`src/hdl/bright_spot_dilate_patch_top_macros.svh`:
```
// Assertion macros shared by the bright spot patch RTL.
// Each macro expects clk_i and rst_ni in the scope where it is used.
`ifndef BRIGHT_SPOT_DILATE_PATCH_TOP_MACROS_SVH
`define BRIGHT_SPOT_DILATE_PATCH_TOP_MACROS_SVH

// Property that must hold at every clock edge outside reset.
`define BSDP_ASSERT(lbl, prop, msg) \
  lbl: assert property (@(posedge clk_i) disable iff (!rst_ni) (prop)) \
    else $error(msg);

// Consequent that must hold in the cycle after the antecedent.
`define BSDP_ASSERT_NEXT(lbl, ante, cons, msg) \
  lbl: assert property (@(posedge clk_i) disable iff (!rst_ni) (ante) |=> (cons)) \
    else $error(msg);

`endif

```
`src/hdl/bsdp_pkg.sv`:
```
// Package for the bright spot dilate and patch block: field widths, reset values,
// register codes and the pixel and result queue types. No dependencies.
package bsdp_pkg;

  localparam int CH_W       = 8;
  localparam int COL_W      = 9;
  localparam int ROW_W      = 12;
  localparam int FW_W       = 10;
  localparam int STRIP_W    = 6;
  localparam int CFG_IDX_W  = 2;
  localparam int CFG_DATA_W = 12;

  // Result queue geometry.
  localparam int QDEPTH  = 4;
  localparam int QPTR_W  = 2;
  localparam int QCNT_W  = 3;

  // Register reset values and fixed channel values.
  localparam logic [FW_W-1:0]    FW_RESET     = 10'd320;
  localparam logic [ROW_W-1:0]   FH_RESET     = 12'd200;
  localparam logic [STRIP_W-1:0] STRIP_RESET  = 6'd0;
  localparam logic [CH_W-1:0]    THR_RESET    = 8'd180;
  localparam logic [CH_W-1:0]    ALPHA_OPAQUE = 8'hFF;

  typedef enum logic [CFG_IDX_W-1:0] {
    REG_FRAME_WIDTH  = 2'd0,
    REG_FRAME_HEIGHT = 2'd1,
    REG_STRIP_ROWS   = 2'd2,
    REG_THRESHOLD    = 2'd3
  } cfg_reg_e;

  typedef struct packed {
    logic [CH_W-1:0] alpha;
    logic [CH_W-1:0] blue;
    logic [CH_W-1:0] green;
    logic [CH_W-1:0] red;
  } pixel_t;

  // One queued input item: an optional cleaned strip pixel, then the pixel itself.
  typedef struct packed {
    logic              has_first;
    pixel_t            first_pix;
    logic [ROW_W-1:0]  first_row;
    pixel_t            pix;
    logic [COL_W-1:0]  col;
    logic [ROW_W-1:0]  row;
    logic              done;
  } res_entry_t;

endpackage

```
`src/hdl/bsdp_out_if.sv`:
```
// Result channel: valid/ready handshake carrying a positioned RGBA pixel.
// Depends on bsdp_pkg for the coordinate widths.
interface bsdp_out_if;
  logic                        valid;
  logic                        ready;
  logic [bsdp_pkg::COL_W-1:0]  column;
  logic [bsdp_pkg::ROW_W-1:0]  row;
  logic [7:0]                  red_out;
  logic [7:0]                  green_out;
  logic [7:0]                  blue_out;
  logic [7:0]                  alpha_out;
  logic                        run_last;
  logic                        frame_done;

  modport source (output valid, column, row, red_out, green_out, blue_out, alpha_out,
                  run_last, frame_done, input ready);
  modport sink (input valid, column, row, red_out, green_out, blue_out, alpha_out,
                run_last, frame_done, output ready);
endinterface

```
`src/hdl/bsdp_res_queue.sv`:
```
// Result queue: holds up to four items and plays out one or two results per item.
// Depends on bsdp_pkg, bsdp_out_if and the assertion macro header.
`include "bright_spot_dilate_patch_top_macros.svh"

module bsdp_res_queue (
  input  logic                        clk_i,
  input  logic                        rst_ni,
  input  logic                        push_i,
  input  bsdp_pkg::res_entry_t        push_data_i,
  output logic [bsdp_pkg::QCNT_W-1:0] count_o,
  bsdp_out_if.source                  out_if
);
  import bsdp_pkg::*;

  res_entry_t             entry_q [QDEPTH];
  logic [QPTR_W-1:0]      wr_ptr_q;
  logic [QPTR_W-1:0]      rd_ptr_q;
  logic [QCNT_W-1:0]      cnt_q;
  logic                   sub_q;
  res_entry_t             head;
  logic                   show_first;
  logic                   out_fire;
  logic                   pop;

  assign head       = entry_q[rd_ptr_q];
  assign show_first = head.has_first && !sub_q;
  assign out_fire   = out_if.valid && out_if.ready;
  assign pop        = out_fire && !show_first;
  assign count_o    = cnt_q;

  // Entry storage.
  always_ff @(posedge clk_i) begin
    if (push_i) begin
      entry_q[wr_ptr_q] <= push_data_i;
    end
  end

  // Pointers, fill level and the position within the head item.
  always_ff @(posedge clk_i or negedge rst_ni) begin
    if (!rst_ni) begin
      wr_ptr_q <= '0;
      rd_ptr_q <= '0;
      cnt_q    <= '0;
      sub_q    <= 1'b0;
    end else begin
      if (push_i) begin
        wr_ptr_q <= wr_ptr_q + QPTR_W'(1);
      end
      if (pop) begin
        rd_ptr_q <= rd_ptr_q + QPTR_W'(1);
      end
      if (push_i && !pop) begin
        cnt_q <= cnt_q + QCNT_W'(1);
      end else if (pop && !push_i) begin
        cnt_q <= cnt_q - QCNT_W'(1);
      end
      if (out_fire) begin
        sub_q <= show_first;
      end
    end
  end

  // Output transaction drive.
  always_comb begin
    out_if.valid      = (cnt_q != '0);
    out_if.column     = head.col;
    out_if.row        = show_first ? head.first_row : head.row;
    out_if.red_out    = show_first ? head.first_pix.red : head.pix.red;
    out_if.green_out  = show_first ? head.first_pix.green : head.pix.green;
    out_if.blue_out   = show_first ? head.first_pix.blue : head.pix.blue;
    out_if.alpha_out  = show_first ? head.first_pix.alpha : head.pix.alpha;
    out_if.run_last   = !show_first;
    out_if.frame_done = !show_first && head.done;
  end

  `BSDP_ASSERT(a_push_room, push_i |-> (cnt_q < QCNT_W'(QDEPTH)), "push into a full queue")
  `BSDP_ASSERT(a_sub_idle, (cnt_q == '0) |-> !sub_q, "half-played item in an empty queue")

endmodule
```
`src/flat_wrapper.sv`:
```
// flat-port wrapper written by rule: the top's interface ports become plain ports
module bsdp_res_queue_flat import bsdp_pkg::*;
  (clk_i, rst_ni, push_i, push_data_i, count_o, out_if_valid, out_if_column, out_if_row, out_if_red_out, out_if_green_out, out_if_blue_out, out_if_alpha_out, out_if_run_last, out_if_frame_done, out_if_ready);
  bsdp_out_if out_if_i ();
  input  logic clk_i;
  input  logic rst_ni;
  input  logic push_i;
  input  bsdp_pkg::res_entry_t push_data_i;
  output logic [bsdp_pkg::QCNT_W-1:0] count_o;
  output wire logic [$bits(out_if_i.valid)-1:0] out_if_valid;
  output wire logic [$bits(out_if_i.column)-1:0] out_if_column;
  output wire logic [$bits(out_if_i.row)-1:0] out_if_row;
  output wire logic [$bits(out_if_i.red_out)-1:0] out_if_red_out;
  output wire logic [$bits(out_if_i.green_out)-1:0] out_if_green_out;
  output wire logic [$bits(out_if_i.blue_out)-1:0] out_if_blue_out;
  output wire logic [$bits(out_if_i.alpha_out)-1:0] out_if_alpha_out;
  output wire logic [$bits(out_if_i.run_last)-1:0] out_if_run_last;
  output wire logic [$bits(out_if_i.frame_done)-1:0] out_if_frame_done;
  input wire logic [$bits(out_if_i.ready)-1:0] out_if_ready;
  assign out_if_valid = out_if_i.valid;
  assign out_if_column = out_if_i.column;
  assign out_if_row = out_if_i.row;
  assign out_if_red_out = out_if_i.red_out;
  assign out_if_green_out = out_if_i.green_out;
  assign out_if_blue_out = out_if_i.blue_out;
  assign out_if_alpha_out = out_if_i.alpha_out;
  assign out_if_run_last = out_if_i.run_last;
  assign out_if_frame_done = out_if_i.frame_done;
  assign out_if_i.ready = out_if_ready;
  bsdp_res_queue u_core (.clk_i(clk_i), .rst_ni(rst_ni), .push_i(push_i), .push_data_i(push_data_i), .count_o(count_o), .out_if(out_if_i));
endmodule
```
`config.mk`:
```
export PLATFORM = sky130hd
export DESIGN_NAME = bsdp_res_queue_flat
export DESIGN_NICKNAME = d
export VERILOG_FILES = /design/src/hdl/bsdp_pkg.sv /design/src/hdl/bsdp_out_if.sv /design/src/hdl/bsdp_res_queue.sv /design/src/flat_wrapper.sv
export VERILOG_INCLUDE_DIRS = /design/src /design/src/hdl
export SDC_FILE = /design/constraint.sdc
export NUM_CORES = 1
export LEC_CHECK = 0
export BUFFER_PORTS_ARGS = -buffer_cell sky130_fd_sc_hd__buf_2
export CAP_MARGIN = 20
export CORE_MARGIN = 5
export CORE_UTILIZATION = 55
export CTS_BUF_LIST = sky130_fd_sc_hd__clkbuf_4 sky130_fd_sc_hd__clkbuf_8
export DETAILED_ROUTE_END_ITERATION = 10
export HOLD_SLACK_MARGIN = 0.03
export PLACE_DENSITY = 0.78
export RECOVER_POWER = 25
export SYNTH_ARGS = -nofsm -noshare
export SYNTH_HDL_FRONTEND = slang
export SYNTH_SLANG_ARGS = --single-unit
```
`constraint.sdc`:
```
create_clock -name clk_i -period 4.7 [get_ports clk_i]
set_clock_uncertainty 0.1 [all_clocks]
set_input_delay 0.235 -clock clk_i [delete_from_list [all_inputs] [get_ports clk_i]]
set_output_delay 0.235 -clock clk_i [all_outputs]
set_load 0.01 [all_outputs]
```
==> flow_summary.toml <==
[status]
status = "finished, final reports clean"

[drt]
dr.pass1.iters = 5
vias = 7381
ant_nets = 0
wl_per_cell_um = 21.6
drc = 0
drt_iter0_drc = 522
vias_per_cell = 5.45
wl_um = 29200

[power_and_ir_drop]
vdd_drop_max_mv = 0.596
power_density_nw_per_um2 = 598
leakagePower_nw = 6.41

[clocking]
cts_buffers = 61
worstSkewPairLatency_ps = 590
htreeDepth = 2
cts_tree = "built"
cts.sinks = 404
postCtsSetupRepairBufs = 0
clockBufferDepth = 3
cts_resized = 0
cts_hold_buf = 103
clk_transition_reported_paths_ps = 70
clock-root-buffer = "clkbuf_8"

[grt]
gr-total-overflow = 0
grt_pass1_wl_um = 45400
grt_pass1_vias = 8211
grt_max_degree = 71
grt_usage = 0.188
antenna_found_initial = 1

[placement]
port_buffers = 161
hpwl_um = 16900
dpl.cell_count = 1140
gp_congestion = 0.746

[min_path]
hold_path.class = "in2reg"
hold_depth = 2
hold_start = "push_data_i[39]"

[worst_setup_path]
r2r_cells = 7
worst-path-buf-inv = 2
critPathRequiredTime_ps = 4370
crit_slowest_cell = "dfrtp_4"
crit_chain = "mux2i_1, o22ai_4, buf_4, mux2_2, buf_2"
setup.worst_path.end_class = "primary output"
crit_cells = 5
cp.arrival_ps = 3240
critPathLaunchType = "flip-flop"
path_max_fanout = 46
crit_family = "flip-flops"
startpoint = "u_core.rd_ptr_q[1]"
reg2reg_from = "u_core.rd_ptr_q[1]"
cp_slowest_stage_delay_ps = 900
worstSetupPathType = "reg2out"

[logic_synthesis]
ys_ff_latch = 404
netlist_area_um2 = 15400
synth_area_leaders = "edfxtp_1 77%, mux4_2 12%, mux4_1 2.9%"
synthXorXnorAreaFrac = 0.00227
synth_simple_gate_area_frac = 0.00462
yosysSeqAreaShare = 0.783
post_synth.cell_area_avg_um2 = 25.0
syn_inst = 617
synthMuxAreaShare = 0.184
synth_area_leader_cell = "edfxtp_1"
synth_nets = 726
synth_compound_area_frac = 0.00462
async_flop_share = 0.0198
yosys.area.top_type_share = 0.770
yosysWarnings = 0
synth_adder_area_share = 0.00535
synthFlopType = "edfxtp_1"
synth_top_family_by_area = "multiplexers"
yosys.cell_types.count = 33
synth_edf_count = 396

[floorplanning]
core_um2 = 27800
die_w_um = 178
io_pins = 162
start_util = 0.556
fp-row-count = 61
dieArea_um2 = 31500
die_y_um = 178

[flow_run]
maxCapViolCount = 0

[timing]
finalMaxSlewViolations = 0
fin_setup_tns_ps = 0
slew_headroom = 0.357
min_period_ps = 3580
worstMarginPinSlew_ps = 964
max_freq_ghz = 0.279
rsz0062_at_grt = "false"
hold_viol = 0
period_share = 0.761
setup_violations = 0

[cells_and_area]
area_growth_pct = 21.8
final_common_cell = "edfxtp_1"
final_cell_mix = "396 x edfxtp_1, 103 x dlygate4sd3_1, 100 x buf_2"
layout.cells.non_filler = 1355
layout.nets = 1039
drive_gt1_frac = 0.359
fill_cells = 1805
-- final timing paths --
| kind | end | slack [ps] |
|---|---|---|
| worst min register to register | u_core.count_o[2] | 420 |
| worst min-delay path | u_core.entry_q[0][39] | 320 |
| worst max register to register | u_core.count_o[1] | 1740 |
| worst max-delay path | out_if_red_out[1] | 1120 |
| max in group asynchronous | u_core.rd_ptr_q[1] | 3630 |
| min in group asynchronous | u_core.rd_ptr_q[0] | 550 |
-- cell usage after synthesis, types with 3 or more instances --
master / number
mux4_2: 81
mux2_2: 39
mux4_1: 17
inv_1: 7
dfrtp_1: 8
mux2_4: 7
ha_1: 5
buf_6: 12
xor2_1: 3
edfxtp_1: 396
and2_1: 4
buf_2: 6
clkbuf_1: 8
-- cells by family after synthesis --
group | count (synthesis)
buffers and inverters | 35
XOR/XNOR | 4
flip-flops | 404
AO/OA/AOI/OAI | 9
multiplexers | 146
AND/OR/NAND/NOR | 13
adder cells (fa/ha/maj) | 6
-- layout make-up --
| cell class | count | area [um2] | area share |
|---|---|---|---|
| antenna | 2 | 5.00 | 0.000266 |
| clock buffer | 88 | 1050 | 0.0558 |
| clock inverter | 20 | 125 | 0.00666 |
| inverter | 7 | 26.3 | 0.00140 |
| multi-input combinational | 178 | 3120 | 0.166 |
| sequential | 404 | 12100 | 0.644 |
| tap | 378 | 473 | 0.0252 |
| timing repair buffer | 278 | 1910 | 0.101 |
-- power by group --
part,switching (mW),leakage [nW],internal (mW)
registers,0.255,3.73,4.72
clock network,1.25,0.633,1.48
logic,1.76,2.05,1.77
-- through the flow --
step / setup slack (ps) / total power [mW] / util / area, um2 / hold WS [ps]
finish: 1120 / 11.2 / 0.677 / 18800 / 322
global route: 988 / 11.8 / 0.677 / 18800 / 304
CTS: 1060 / 11.4 / 0.677 / 18800 / 251
detailed placement: 1730 / 8.55 / 0.598 / 16600 / -8.59
global placement: 1790 / 8.42 / 0.598 / 16600 / -18.8
floorplan: 1220 / 7.54 / - / 15400 / -161
-- sequential cells by signal (all words and copies together) (netlist names) --
signal and cells:
u_core.count_o 3, u_core.entry_q 396, u_core.rd_ptr_q 2, u_core.sub_q 1, u_core.wr_ptr_q 2
-- layer usage --
layer  GRT usage  wire [um]  vias up
met4      0.0548        476        0
met3      0.0375       1550       41
li1            -          -     3281
met2       0.337      15800      233
met1       0.235      11400     3826
met5           0          0        -
Note: power is estimated with default switching activity, not from simulation.
